`config.mk`:
```
export PLATFORM = sky130hd
export DESIGN_NAME = stack_integer_alu_flat
export DESIGN_NICKNAME = d
export VERILOG_FILES = /design/src/sv/sia_pkg.sv /design/src/sv/sia_intf.sv /design/src/sv/stack_integer_alu.sv /design/src/sv/sia_div.sv /design/src/sv/sia_dp.sv /design/src/sv/sia_ctrl.sv /design/src/flat_wrapper.sv
export SDC_FILE = /design/constraint.sdc
export NUM_CORES = 2
export LEC_CHECK = 0
export BUFFER_PORTS_ARGS = -buffer_cell sky130_fd_sc_hd__buf_2
export CORE_MARGIN = 5
export CORE_UTILIZATION = 45
export DETAILED_ROUTE_END_ITERATION = 8
export PLACE_DENSITY = 0.7
export SYNTH_ARGS = -nofsm -noshare
export SYNTH_HDL_FRONTEND = slang
export SYNTH_HIERARCHICAL = 1
export SYNTH_SLANG_ARGS = --single-unit
```
`constraint.sdc`:
```
create_clock -name i_clk -period 9.78 [get_ports i_clk]
set_clock_uncertainty 0.15 [all_clocks]
set_input_delay 0.489 -clock i_clk [delete_from_list [all_inputs] [get_ports i_clk]]
set_output_delay 0.489 -clock i_clk [all_outputs]
set_load 0.02 [all_outputs]
```
`src/sv/sia_pkg.sv`:
```
`timescale 1ns / 1ps
// shared types, op and status codes for the stack integer alu
// no dependencies

package sia_pkg;

    // word and field widths
    localparam int WORD_W  = 32;
    localparam int OP_W    = 3;
    localparam int ST_W    = 2;
    localparam int DEPTH_W = 7;

    // default stack depth
    localparam int STACK_DEPTH_DEF = 64;

    // divider iterations, one quotient bit each
    localparam int DIV_STEPS = WORD_W;
    localparam int STEP_W    = $clog2(DIV_STEPS);

    // op codes
    localparam logic [OP_W-1:0] OP_PUSH = 3'd0;
    localparam logic [OP_W-1:0] OP_ADD  = 3'd1;
    localparam logic [OP_W-1:0] OP_SUB  = 3'd2;
    localparam logic [OP_W-1:0] OP_DIV  = 3'd3;
    localparam logic [OP_W-1:0] OP_MUL  = 3'd4;
    localparam logic [OP_W-1:0] OP_MOD  = 3'd5;

    // status codes
    localparam logic [ST_W-1:0] ST_OK      = 2'd0;
    localparam logic [ST_W-1:0] ST_SHORT   = 2'd1;
    localparam logic [ST_W-1:0] ST_DIVZERO = 2'd2;
    localparam logic [ST_W-1:0] ST_FULL    = 2'd3;

    // commands from controller to datapath
    typedef struct packed {
        logic            load;
        logic            push;
        logic            clear;
        logic            rd_sec;
        logic            wr_alu;
        logic            div_start;
        logic            div_wr;
        logic            st_we;
        logic [ST_W-1:0] st_val;
        logic            out_load;
    } t_cmd;

    // status from datapath to controller
    typedef struct packed {
        logic            full;
        logic            short_stack;
        logic            top_zero;
        logic            div_done;
        logic            out_free;
        logic [OP_W-1:0] op;
    } t_sts;

endpackage

```
`src/sv/sia_intf.sv`:
```
`timescale 1ns / 1ps
// valid/ready channel interfaces for the stack integer alu
// depends on sia_pkg

interface sia_in_if;
    logic                               valid;
    logic                               ready;
    logic [sia_pkg::OP_W-1:0]           op;
    logic signed [sia_pkg::WORD_W-1:0]  push_value;

    modport source (output valid, output op, output push_value, input ready);
    modport sink   (input valid, input op, input push_value, output ready);
endinterface

interface sia_out_if;
    logic                               valid;
    logic                               ready;
    logic signed [sia_pkg::WORD_W-1:0]  top_value;
    logic [sia_pkg::ST_W-1:0]           status;
    logic [sia_pkg::DEPTH_W-1:0]        depth_after;

    modport source (output valid, output top_value, output status, output depth_after,
                    input ready);
    modport sink   (input valid, input top_value, input status, input depth_after,
                    output ready);
endinterface

```
`src/sv/stack_integer_alu.sv`:
```
`timescale 1ns / 1ps
// top level of the stack integer alu: controller plus datapath
// depends on sia_pkg, sia_intf, sia_ctrl, sia_dp
//
//   port    dir  beat
//   i_cmd   in   op, push_value
//   o_res   out  top_value, status, depth_after
//
// push, error and unused ops pass through exec and fin, add/sub/mul also through rd,
// div and mod also wait in the div state on the 32-step bit-serial divider
// reset is synchronous, active low, and leaves the stack empty
// a new beat is taken while the last result waits in the output register;
// a result stalled past that holds the controller in its final state

module stack_integer_alu #(
    parameter int STACK_DEPTH = sia_pkg::STACK_DEPTH_DEF
) (
    input  logic       i_clk,
    input  logic       i_rst_n,
    sia_in_if.sink     i_cmd,
    sia_out_if.source  o_res
);

    sia_pkg::t_cmd w_cmd;
    sia_pkg::t_sts w_sts;
    logic          w_in_ready;

    assign i_cmd.ready = w_in_ready;

    // controller
    sia_ctrl u_ctrl (
        .i_clk      (i_clk),
        .i_rst_n    (i_rst_n),
        .i_in_valid (i_cmd.valid),
        .o_in_ready (w_in_ready),
        .i_sts      (w_sts),
        .o_cmd      (w_cmd)
    );

    // datapath
    sia_dp #(
        .STACK_DEPTH (STACK_DEPTH)
    ) u_dp (
        .i_clk         (i_clk),
        .i_rst_n       (i_rst_n),
        .i_cmd         (w_cmd),
        .o_sts         (w_sts),
        .i_op          (i_cmd.op),
        .i_push_value  (i_cmd.push_value),
        .o_valid       (o_res.valid),
        .i_ready       (o_res.ready),
        .o_top_value   (o_res.top_value),
        .o_status      (o_res.status),
        .o_depth_after (o_res.depth_after)
    );

endmodule

```
`src/sv/sia_div.sv`:
```
`timescale 1ns / 1ps
// iterative signed divider, one quotient bit per cycle, truncating toward zero
// depends on sia_pkg

module sia_div (
    input  logic                       i_clk,
    input  logic                       i_rst_n,
    input  logic                       i_start,
    input  logic                       i_want_rem,
    input  logic [sia_pkg::WORD_W-1:0] i_dividend,
    input  logic [sia_pkg::WORD_W-1:0] i_divisor,
    output logic                       o_done,
    output logic [sia_pkg::WORD_W-1:0] o_result
);

    localparam int W = sia_pkg::WORD_W;

    logic                          r_busy;
    logic                          r_done;
    logic [sia_pkg::STEP_W-1:0]    r_step;
    logic [W-1:0]                  r_rem;
    logic [W-1:0]                  r_quo;
    logic [W-1:0]                  r_mb;
    logic                          r_neg_a;
    logic                          r_neg_b;
    logic                          r_want_rem;

    logic [W:0]                    w_shift;
    logic [W:0]                    w_diff;
    logic [W-1:0]                  w_ma;
    logic [W-1:0]                  w_mb;

    // operand magnitudes
    assign w_ma = i_dividend[W-1] ? (W'(0) - i_dividend) : i_dividend;
    assign w_mb = i_divisor[W-1]  ? (W'(0) - i_divisor)  : i_divisor;

    // restoring step: shift in next dividend bit, trial subtract
    assign w_shift = {r_rem, r_quo[W-1]};
    assign w_diff  = w_shift - {1'b0, r_mb};

    // control flags
    always_ff @(posedge i_clk) begin
        if (!i_rst_n) begin
            r_busy <= 1'b0;
            r_done <= 1'b0;
            r_step <= '0;
        end else begin
            r_done <= 1'b0;
            if (i_start) begin
                r_busy <= 1'b1;
                r_step <= '0;
            end else if (r_busy) begin
                r_step <= r_step + 1'b1;
                if (r_step == sia_pkg::STEP_W'(sia_pkg::DIV_STEPS - 1)) begin
                    r_busy <= 1'b0;
                    r_done <= 1'b1;
                end
            end
        end
    end

    // working registers
    always_ff @(posedge i_clk) begin
        if (i_start) begin
            r_rem      <= '0;
            r_quo      <= w_ma;
            r_mb       <= w_mb;
            r_neg_a    <= i_dividend[W-1];
            r_neg_b    <= i_divisor[W-1];
            r_want_rem <= i_want_rem;
        end else if (r_busy) begin
            if (!w_diff[W]) begin
                r_rem <= w_diff[W-1:0];
                r_quo <= {r_quo[W-2:0], 1'b1};
            end else begin
                r_rem <= w_shift[W-1:0];
                r_quo <= {r_quo[W-2:0], 1'b0};
            end
        end
    end

    // sign fixup
    always_comb begin
        if (r_want_rem) begin
            o_result = r_neg_a ? (W'(0) - r_rem) : r_rem;
        end else begin
            o_result = (r_neg_a != r_neg_b) ? (W'(0) - r_quo) : r_quo;
        end
    end

    assign o_done = r_done;

endmodule

```
`src/sv/sia_dp.sv`:
```
`timescale 1ns / 1ps
// datapath: stack memory, top register, count, alu, divider, result register
// depends on sia_pkg and sia_div

module sia_dp #(
    parameter int STACK_DEPTH = sia_pkg::STACK_DEPTH_DEF
) (
    input  logic                        i_clk,
    input  logic                        i_rst_n,
    input  sia_pkg::t_cmd               i_cmd,
    output sia_pkg::t_sts               o_sts,
    input  logic [sia_pkg::OP_W-1:0]    i_op,
    input  logic [sia_pkg::WORD_W-1:0]  i_push_value,
    output logic                        o_valid,
    input  logic                        i_ready,
    output logic [sia_pkg::WORD_W-1:0]  o_top_value,
    output logic [sia_pkg::ST_W-1:0]    o_status,
    output logic [sia_pkg::DEPTH_W-1:0] o_depth_after
);

    localparam int W     = sia_pkg::WORD_W;
    localparam int AW    = (STACK_DEPTH > 1) ? $clog2(STACK_DEPTH) : 1;
    localparam int CNT_W = $clog2(STACK_DEPTH + 1);

    logic [sia_pkg::OP_W-1:0]    r_op;
    logic [W-1:0]                r_pv;
    logic [CNT_W-1:0]            r_count;
    logic [W-1:0]                r_top;
    logic [W-1:0]                r_sec;
    logic [sia_pkg::ST_W-1:0]    r_status;
    logic                        r_out_valid;
    logic [W-1:0]                r_out_top;
    logic [sia_pkg::ST_W-1:0]    r_out_status;
    logic [sia_pkg::DEPTH_W-1:0] r_out_depth;

    logic [W-1:0]                r_mem [STACK_DEPTH];

    logic [CNT_W-1:0]            w_cnt_m1;
    logic [CNT_W-1:0]            w_cnt_m2;
    logic [W-1:0]                w_alu;
    logic [W-1:0]                w_prod;
    logic                        w_div_done;
    logic [W-1:0]                w_div_res;

    assign w_cnt_m1 = r_count - CNT_W'(1);
    assign w_cnt_m2 = r_count - CNT_W'(2);

    // add, sub and low word of the product
    assign w_prod = r_sec * r_top;
    always_comb begin
        case (r_op)
            sia_pkg::OP_ADD: w_alu = r_sec + r_top;
            sia_pkg::OP_SUB: w_alu = r_sec - r_top;
            default:         w_alu = w_prod;
        endcase
    end

    // divider
    sia_div u_div (
        .i_clk      (i_clk),
        .i_rst_n    (i_rst_n),
        .i_start    (i_cmd.div_start),
        .i_want_rem (r_op == sia_pkg::OP_MOD),
        .i_dividend (r_sec),
        .i_divisor  (r_top),
        .o_done     (w_div_done),
        .o_result   (w_div_res)
    );

    // input latch
    always_ff @(posedge i_clk) begin
        if (i_cmd.load) begin
            r_op <= i_op;
            r_pv <= i_push_value;
        end
    end

    // stack memory, holds every entry below the top
    always_ff @(posedge i_clk) begin
        if (i_cmd.push && r_count != '0) begin
            r_mem[w_cnt_m1[AW-1:0]] <= r_top;
        end
        if (i_cmd.rd_sec) begin
            r_sec <= r_mem[w_cnt_m2[AW-1:0]];
        end
    end

    // top of stack
    always_ff @(posedge i_clk) begin
        if (i_cmd.push) begin
            r_top <= r_pv;
        end else if (i_cmd.wr_alu) begin
            r_top <= w_alu;
        end else if (i_cmd.div_wr) begin
            r_top <= w_div_res;
        end
    end

    // entry count and status
    always_ff @(posedge i_clk) begin
        if (!i_rst_n) begin
            r_count  <= '0;
            r_status <= sia_pkg::ST_OK;
        end else begin
            if (i_cmd.clear) begin
                r_count <= '0;
            end else if (i_cmd.push) begin
                r_count <= r_count + CNT_W'(1);
            end else if (i_cmd.wr_alu || i_cmd.div_wr) begin
                r_count <= w_cnt_m1;
            end
            if (i_cmd.st_we) begin
                r_status <= i_cmd.st_val;
            end
        end
    end

    // result register
    always_ff @(posedge i_clk) begin
        if (!i_rst_n) begin
            r_out_valid <= 1'b0;
        end else if (i_cmd.out_load) begin
            r_out_valid <= 1'b1;
        end else if (i_ready) begin
            r_out_valid <= 1'b0;
        end
    end

    always_ff @(posedge i_clk) begin
        if (i_cmd.out_load) begin
            r_out_top    <= (r_count != '0) ? r_top : '0;
            r_out_status <= r_status;
            r_out_depth  <= sia_pkg::DEPTH_W'(r_count);
        end
    end

    // status back to controller
    assign o_sts.full        = (r_count == CNT_W'(STACK_DEPTH));
    assign o_sts.short_stack = (r_count < CNT_W'(2));
    assign o_sts.top_zero    = (r_top == '0);
    assign o_sts.div_done    = w_div_done;
    assign o_sts.out_free    = !r_out_valid || i_ready;
    assign o_sts.op          = r_op;

    assign o_valid       = r_out_valid;
    assign o_top_value   = r_out_top;
    assign o_status      = r_out_status;
    assign o_depth_after = r_out_depth;

endmodule

```
`src/sv/sia_ctrl.sv`:
```
`timescale 1ns / 1ps
// controller: sequences one op at a time through the datapath
// depends on sia_pkg

module sia_ctrl (
    input  logic          i_clk,
    input  logic          i_rst_n,
    input  logic          i_in_valid,
    output logic          o_in_ready,
    input  sia_pkg::t_sts i_sts,
    output sia_pkg::t_cmd o_cmd
);

    localparam logic [2:0] S_IDLE = 3'd0;
    localparam logic [2:0] S_EXEC = 3'd1;
    localparam logic [2:0] S_RD   = 3'd2;
    localparam logic [2:0] S_DIV  = 3'd3;
    localparam logic [2:0] S_FIN  = 3'd4;

    logic [2:0] r_state;
    logic [2:0] n_state;
    logic       w_divide;

    assign w_divide = (i_sts.op == sia_pkg::OP_DIV) || (i_sts.op == sia_pkg::OP_MOD);

    // next state and commands
    always_comb begin
        n_state = r_state;
        o_cmd   = '0;
        unique case (r_state)
            S_IDLE: begin
                if (i_in_valid) begin
                    o_cmd.load = 1'b1;
                    n_state    = S_EXEC;
                end
            end
            S_EXEC: begin
                o_cmd.st_we  = 1'b1;
                o_cmd.st_val = sia_pkg::ST_OK;
                n_state      = S_FIN;
                unique case (i_sts.op) inside
                    sia_pkg::OP_PUSH: begin
                        if (i_sts.full) begin
                            o_cmd.st_val = sia_pkg::ST_FULL;
                        end else begin
                            o_cmd.push = 1'b1;
                        end
                    end
                    sia_pkg::OP_ADD, sia_pkg::OP_SUB, sia_pkg::OP_MUL,
                    sia_pkg::OP_DIV, sia_pkg::OP_MOD: begin
                        if (i_sts.short_stack) begin
                            o_cmd.clear  = 1'b1;
                            o_cmd.st_val = sia_pkg::ST_SHORT;
                        end else if (w_divide && i_sts.top_zero) begin
                            o_cmd.clear  = 1'b1;
                            o_cmd.st_val = sia_pkg::ST_DIVZERO;
                        end else begin
                            o_cmd.rd_sec = 1'b1;
                            n_state      = S_RD;
                        end
                    end
                    default: begin
                        // unused codes leave the stack alone
                    end
                endcase
            end
            S_RD: begin
                if (w_divide) begin
                    o_cmd.div_start = 1'b1;
                    n_state         = S_DIV;
                end else begin
                    o_cmd.wr_alu = 1'b1;
                    n_state      = S_FIN;
                end
            end
            S_DIV: begin
                if (i_sts.div_done) begin
                    o_cmd.div_wr = 1'b1;
                    n_state      = S_FIN;
                end
            end
            S_FIN: begin
                if (i_sts.out_free) begin
                    o_cmd.out_load = 1'b1;
                    n_state        = S_IDLE;
                end
            end
            default: begin
                n_state = S_IDLE;
            end
        endcase
    end

    // state register
    always_ff @(posedge i_clk) begin
        if (!i_rst_n) begin
            r_state <= S_IDLE;
        end else begin
            r_state <= n_state;
        end
    end

    assign o_in_ready = (r_state == S_IDLE);

endmodule
```
`src/flat_wrapper.sv`:
```
// flat-port wrapper written by rule: the top's interface ports become plain ports
module stack_integer_alu_flat 
#(
    parameter int STACK_DEPTH = sia_pkg::STACK_DEPTH_DEF
)
  (i_clk, i_rst_n, i_cmd_valid, i_cmd_op, i_cmd_push_value, i_cmd_ready, o_res_valid, o_res_top_value, o_res_status, o_res_depth_after, o_res_ready);
  sia_in_if i_cmd_i ();
  sia_out_if o_res_i ();
  input  logic i_clk;
  input  logic i_rst_n;
  input wire logic [$bits(i_cmd_i.valid)-1:0] i_cmd_valid;
  input wire logic [$bits(i_cmd_i.op)-1:0] i_cmd_op;
  input wire logic [$bits(i_cmd_i.push_value)-1:0] i_cmd_push_value;
  output wire logic [$bits(i_cmd_i.ready)-1:0] i_cmd_ready;
  output wire logic [$bits(o_res_i.valid)-1:0] o_res_valid;
  output wire logic [$bits(o_res_i.top_value)-1:0] o_res_top_value;
  output wire logic [$bits(o_res_i.status)-1:0] o_res_status;
  output wire logic [$bits(o_res_i.depth_after)-1:0] o_res_depth_after;
  input wire logic [$bits(o_res_i.ready)-1:0] o_res_ready;
  assign i_cmd_i.valid = i_cmd_valid;
  assign i_cmd_i.op = i_cmd_op;
  assign i_cmd_i.push_value = i_cmd_push_value;
  assign i_cmd_ready = i_cmd_i.ready;
  assign o_res_valid = o_res_i.valid;
  assign o_res_top_value = o_res_i.top_value;
  assign o_res_status = o_res_i.status;
  assign o_res_depth_after = o_res_i.depth_after;
  assign o_res_i.ready = o_res_ready;
  stack_integer_alu #(.STACK_DEPTH(STACK_DEPTH)) u_core (.i_clk(i_clk), .i_rst_n(i_rst_n), .i_cmd(i_cmd_i), .o_res(o_res_i));
endmodule
```
[Word-level counts from Yosys, hierarchy flattened]
Memory sizes are Yosys's and may differ from the RTL's. A register that Yosys moved wholly into a read port is not among the register bits.
Cells that the tools add are included.
Storage, ports and cells
  memory bits (writable): 2048
  register bits: 227
  input port bits: 39
  memories: 1
  output and inout bits: 43
  word-level logic and storage cells: 123
Operators by class
  order comparisons: 1
  $mul: 1
  add/subtract/negate cells: 11
  muxes and demuxes: 53
  reductions and logical operators: 19
  bitwise operators: 2
  equality and inequality tests: 15
Memories
  u_core.u_dp.r_mem: depth 64, width 32, read ports 1, clocked after memory_dff 1, write ports 1, RTL line sia_dp.sv:36  | logic [W-1:0] r_mem [STACK_DEPTH];
Operators by type and width (number)
  $mux W32: 10
  $sub A1 B32 Y32 const A: 4
  $pmux W32 S2: 1
  $sub A33 B32 Y33: 1
  $add A32 B32 Y32: 1
  $logic_not A32 Y1: 1
  $mul A32 B32 Y32: 1
  $sub A32 B32 Y32: 1
  $mux W31: 1
  $mux W3: 9
  $mux W1: 23
  $pmux W3 S5: 1
  $mux W7: 2
  $eq A3 B2 Y1 const B: 4
  $mux W2: 5
  $eq A3 B3 Y1 const B: 3
  $add A7 B1 Y7 const B: 1
  $eq A7 B7 Y1 const B: 1
  $lt A7 B2 Y1 const B: 1
  $reduce_bool A7 Y1: 1
  $sub A7 B1 Y7 const B: 1
  $eq A3 B1 Y1 const B: 2
  $logic_not A3 Y1: 2
  $ne A2 B2 Y1 const B: 3
  15 further kinds: 22

[Depth between registers and ports, before layout]
  depth after elaboration: 10
  gate-level depth with buffers: 28
  gate-level depth less buffers: 26

[Cells and area by module]
Netlist, hierarchy kept.
Modules (own cells, without submodules)
  sia_dp: cells each 5489, times used 1, seq. area each 65903.2 um^2, area an instance 101583.7 um^2
  sia_div: cells each 1051, times used 1, seq. area each 2792.7 um^2, area an instance 8739.6 um^2
  sia_ctrl: cells each 46, times used 1, seq. area each 60.1 um^2, area an instance 341.6 um^2

[Worst setup path before layout]
OpenSTA, ideal clock, no wires.
  path kind: register to register
  start point: register u_core.u_dp.r_top[6]
  end point: register u_core.u_dp.r_top[31], data pin
  cell stages (with the launch flop): 26
  clock period less this slack: 8346 ps
  buffers on the path: 2
  required time: 9369 ps
  arrival time: 7936 ps
  slack: 1434 ps
  setup time: 261 ps
  cell sequence: edfxtp_1 -> clkbuf_1 -> clkbuf_1 -> and2_1 -> fa_1 -> fa_1 -> fa_1 -> inv_1 -> fa_1 -> inv_1 -> fa_1 -> inv_1 -> fa_1 -> inv_1 -> fa_1 -> fa_1 -> ha_1 -> a21o_1 -> a21o_1 -> a221o_1 -> a41oi_2 -> o21ai_1 -> o41ai_2 -> xnor2_1 -> or3_1 -> o311a_1
On the way
  longest elaborated chain between the ends: 4
  elaborated cells on any way between the ends: 6
  classes of those cells: add/sub: 2; mul: 1; mux: 3
Ends and longest elaborated chain
  start: declaration: RTL line sia_dp.sv:28  | logic [W-1:0] r_top;
  start signal: assignment: RTL line sia_dp.sv:91  | r_top <= r_pv;
  start signal: assignment: RTL line sia_dp.sv:93  | r_top <= w_alu;
  start signal: assignment: RTL line sia_dp.sv:95  | r_top <= w_div_res;
  $mul A32 B32 Y32 (tied with other cells): RTL line sia_dp.sv:49  | assign w_prod = r_sec * r_top;
  $pmux W32 S2 (*): RTL line sia_dp.sv:51  | case (r_op)
  $mux W32 (*): RTL line sia_dp.sv:92  | end else if (i_cmd.wr_alu) begin
  $mux W32 (*): RTL line sia_dp.sv:90  | if (i_cmd.push) begin
Every way passes the cells marked *; elsewhere a longest branch is shown, timed or not.
A chain may end at the register's enable or synchronous reset.

[Worst setup path in the final report]
Ends and elaborated chain as after synthesis.

==> impl_metrics.env <==
export IMPL_cts_inserted_buffers=221
export IMPL_max_freq_mhz=121
export IMPL_floorplan_die_height_um=506
export IMPL_placedInstanceArea_sq_um=116000
export IMPL_timing_max_slew_rel_slack=0.0627
export IMPL_start_util=0.451
export IMPL_finalCriticalPeriod_ps=8240
export IMPL_drtIter0Drc=8664
export IMPL_timing_hold_violations_final=0
export IMPL_yosysUniqueCellTypes=85
export IMPL_synthArstFlopShare=0
export IMPL_cts_post_setup_buffers_inserted=0
export IMPL_synthesis_instances=6586
export IMPL_outcome="completed"
export IMPL_syn_area_per_cell_sq_um=16.8
export IMPL_layout_nets=7450
export IMPL_post_synth_main_area_contributors="sky130_fd_sc_hd__edfxtp_1 (61%), sky130_fd_sc_hd__mux4_2 (13%), sky130_fd_sc_hd__fa_1 (7.4%)"
export IMPL_holdPathEnd="u_core/u_dp/o_valid"
export IMPL_cts_htree_levels=4
export IMPL_yosysSeqAreaShare=0.621
export IMPL_critical_path_peak_fanout=40
export IMPL_placementRows=182
export IMPL_max_vdd_ir_drop_mv=0.152
export IMPL_floorplan_io_pins=82
export IMPL_hold_class="input port to flip-flop"
export IMPL_setup_repair_after_global_routing_missed_its_margin="false"
export IMPL_fin_setup_tns_ps=0
export IMPL_hold_buffers=36
export IMPL_fin_area_sq_um=124000
export IMPL_timing_hold_worst_path_depth=3
export IMPL_critPathKind="flip-flop to flip-flop"
export IMPL_synthDominantAreaCellType="sky130_fd_sc_hd__edfxtp_1"
export IMPL_dr_total_vias=62900
export IMPL_finalWirelength_mm=311
export IMPL_number_of_flops_mapped_to_enable_cells_by_yosys=2255
export IMPL_fp_dieArea_sq_um=256000
export IMPL_worst_slew_pin_tran_ps=1410
export IMPL_final_min_period_over_clock_period=0.843
export IMPL_clkSlewWorstSetupHoldPaths_ps=60
export IMPL_worstSkewPairLatency_ps=900
export IMPL_rr_endpoint="u_core/u_dp/r_top[31]"
export IMPL_ctsResizeCount=0
export IMPL_port_buffers=81
export IMPL_timing_final_setup_violations=0
export IMPL_core_region_area_sq_um=245000
export IMPL_synth_warnings=6
export IMPL_cts_root_buf="sky130_fd_sc_hd__clkbuf_16"
export IMPL_synthesis_nets=7235
export IMPL_gr_total_overflow=0
export IMPL_drc=0
export IMPL_power_leakage_nw=41.4
export IMPL_critPathRequiredTime_ps=10220
export IMPL_post_synthesis_instance_area_sq_um=111000
export IMPL_powerDensity_nw_per_um2=180
export IMPL_grt_antenna_before_repair=22
export IMPL_worst_hold_startpoint="o_res_ready"
export IMPL_synth_ff_type="sky130_fd_sc_hd__edfxtp_1"
export IMPL_groute_usage_overall=0.241
export IMPL_share_of_final_layout_standard_cells_stronger_than_drive_strength_1=0.200
export IMPL_worst_setup_path_end_kind="flip-flop"
export IMPL_layout_area_overhead_vs_synth_pct=12.0
export IMPL_fp_dieW_um=506
export IMPL_grt_max_degree=138
export IMPL_gpl_final_weighted_congestion=0.943
export IMPL_clock_sinks=2307
export IMPL_worst_r2r_cell_count=23
export IMPL_postSynthRegisterBits=2307
export IMPL_r2r_slack_ps=1540
export IMPL_crit_arrival_ps=8690
export IMPL_tritoncts="built"
export IMPL_start_kind="flip-flop"
export IMPL_synth_largest_type_area_fraction=0.612
export IMPL_worst_r2r_startpoint="u_core/u_dp/r_top[6]"
export IMPL_max_clock_buf_depth=3
export IMPL_antenna_left=0
export IMPL_avgViaCountPerCell=6.15
export IMPL_drv_max_cap_violation_count=0
export IMPL_post_drt_wl_per_cell_um=30.4
export IMPL_maxSlewViolCount=0
export IMPL_firstDrtPassIters=7
export IMPL_first_pass_grt_wire_length_mm=448
export IMPL_post_dp_hpwl_mm=185
export IMPL_grt_pass1_vias=63400
placed cells by master (no fill, tap or decap), types with 36 or more instances in the layout:
master                          synthesis  routed
sky130_fd_sc_hd__nand2_1              395     395
sky130_fd_sc_hd__and2_1               313     313
sky130_fd_sc_hd__nor3_1                45      43
sky130_fd_sc_hd__buf_2                 64      81
sky130_fd_sc_hd__fa_1                 410     410
sky130_fd_sc_hd__o31ai_1               39      39
sky130_fd_sc_hd__buf_4                  5     208
sky130_fd_sc_hd__dlygate4sd3_1          0      36
sky130_fd_sc_hd__edfxtp_1            2255    2255
sky130_fd_sc_hd__dfxtp_1               52      49
sky130_fd_sc_hd__xnor2_1              181     178
sky130_fd_sc_hd__clkbuf_16              0     222
sky130_fd_sc_hd__a21oi_1              176     174
sky130_fd_sc_hd__ha_1                 200     199
sky130_fd_sc_hd__nor2_4                 0      65
sky130_fd_sc_hd__mux4_2               663     663
sky130_fd_sc_hd__inv_1                460     460
sky130_fd_sc_hd__nor2_1               286     222
sky130_fd_sc_hd__xor2_1               120     118
sky130_fd_sc_hd__mux2i_1               47      47
sky130_fd_sc_hd__clkinv_2               0      39
sky130_fd_sc_hd__a211oi_1              47      46
sky130_fd_sc_hd__clkinv_1               0      53
sky130_fd_sc_hd__clkbuf_1             238      36
sky130_fd_sc_hd__nor2b_1               47      47
sky130_fd_sc_hd__o21ai_0              139     139
synthesized netlist by cell type, drive strengths merged, types with 16 or more instances:
cell type,count
edfxtp,2255
nand2b,29
and2,313
fa,410
nand2,395
xnor2,181
xor2,120
dfxtp,52
nand3,34
nor2,287
ha,200
inv,460
or3,28
a211oi,48
a31oi,24
o21a,16
a21o,33
nor2b,47
nand4,16
nor3,48
mux2i,47
mux4,663
o21ai,144
a21oi,177
clkbuf,238
o31ai,39
o41ai,21
buf,102
critical path, stage by stage, from the launching register on:
cell	delay, ps
sky130_fd_sc_hd__edfxtp_1	810
sky130_fd_sc_hd__buf_4	430
sky130_fd_sc_hd__buf_4	450
sky130_fd_sc_hd__nand2_1	160
sky130_fd_sc_hd__fa_1	540
sky130_fd_sc_hd__inv_1	50
sky130_fd_sc_hd__fa_1	480
sky130_fd_sc_hd__fa_1	540
sky130_fd_sc_hd__fa_1	450
sky130_fd_sc_hd__fa_1	520
sky130_fd_sc_hd__inv_1	60
sky130_fd_sc_hd__fa_1	450
sky130_fd_sc_hd__fa_1	480
sky130_fd_sc_hd__fa_1	430
sky130_fd_sc_hd__xnor2_1	190
sky130_fd_sc_hd__xnor2_1	150
sky130_fd_sc_hd__xnor2_1	150
sky130_fd_sc_hd__xnor2_1	90
sky130_fd_sc_hd__xnor2_1	370
sky130_fd_sc_hd__xnor2_1	150
sky130_fd_sc_hd__xnor2_1	320
sky130_fd_sc_hd__xnor2_1	110
sky130_fd_sc_hd__or3_1	310
sky130_fd_sc_hd__o311a_1	110
flip-flops by register name, summed over array words and instances, names as in the netlist:
| register | cells |
|---|---|
| u_core/u_dp/u_div/r_quo | 32 |
| u_core/u_dp/u_div/r_mb | 32 |
| u_core/u_dp/r_top | 32 |
| u_core/u_dp/o_depth_after | 7 |
| u_core/u_dp/u_div/r_step | 5 |
| u_core/u_dp/r_op | 3 |
| u_core/u_dp/r_status | 2 |
| u_core/u_dp/r_sec | 32 |
| u_core/u_dp/r_pv | 32 |
| u_core/u_dp/u_div/r_busy | 1 |
| u_core/u_dp/r_count | 7 |
| u_core/u_dp/u_div/r_neg_b | 1 |
| u_core/u_dp/o_top_value | 32 |
| u_core/u_dp/o_status | 2 |
| u_core/u_ctrl/r_state | 3 |
| u_core/u_dp/u_div/r_rem | 32 |
| u_core/u_dp/u_div/o_done | 1 |
| u_core/u_dp/u_div/r_want_rem | 1 |
| u_core/u_dp/u_div/r_neg_a | 1 |
| u_core/u_dp/o_valid | 1 |
| u_core/u_dp/r_mem | 2048 |
how the worst max path moves through the flow:
| stage | start | to | slack, ps | cells after the start |
|---|---|---|---|---|
| 4_1_cts | u_core/u_dp/r_top[5] | u_core/u_dp/r_top[31] | 1550 | 21 |
| 2_1_floorplan | u_core/u_dp/r_top[6] | u_core/u_dp/r_top[31] | 1430 | 25 |
| 3_3_place_gp | u_core/u_dp/r_top[5] | u_core/u_dp/r_top[31] | 1630 | 21 |
| 6_report | u_core/u_dp/r_top[6] | u_core/u_dp/r_top[31] | 1540 | 23 |
| 5_1_grt | u_core/u_dp/r_top[5] | u_core/u_dp/r_top[31] | 1250 | 22 |
| 3_5_place_dp | u_core/u_dp/r_top[5] | u_core/u_dp/r_top[31] | 1540 | 21 |
stage by stage:
step	hold WS, ps	instances	worst slack (ps)	total power [mW]	util
5_1_grt	69.8	10200	1250	23.1	0.505
6_report	70.7	10200	1540	22.3	0.505
3_3_place_gp	331	9762	1630	13.6	0.473
2_1_floorplan	256	6586	1430	13.0	-
3_5_place_dp	346	9762	1540	13.7	0.473
4_1_cts	13.6	10200	1550	22.4	0.505
area by class of cell:
type / instances / area [sq um]
Fill cell: 19300 / 121000
Sequential cell: 2307 / 68800
Multi-Input combinational cell: 3478 / 39400
Clock buffer: 258 / 5690
Tap cell: 3220 / 4030
Timing Repair Buffer: 332 / 2470
Clock inverter: 151 / 1810
Inverter: 461 / 1740
Antenna cell: 14 / 35.0
layer usage:
layer	vias up	wire length [um]	track usage	share of wire
li1	25400	-	-	-
met5	-	71	0	0.00023
met1	32900	115000	0.324	0.37
met4	14	15200	0.100	0.049
met3	741	33300	0.0511	0.11
met2	3849	148000	0.385	0.47
power by group:
group	internal, mW	switching (mW)
registers	10.8	0.0431
logic	1.15	1.56
clock network	4.98	3.80
cells by family after synthesis:
family	Yosys count	synth area share
XOR/XNOR	301	0.0238
AO/OA/AOI/OAI	590	0.0338
AND/OR/NAND/NOR	1265	0.0566
buffers and inverters	801	0.0284
adder cells (fa/ha/maj)	610	0.0968
flip-flops	2307	0.621
multiplexers	712	0.139
Note: power is estimated with default switching activity, not from simulation.
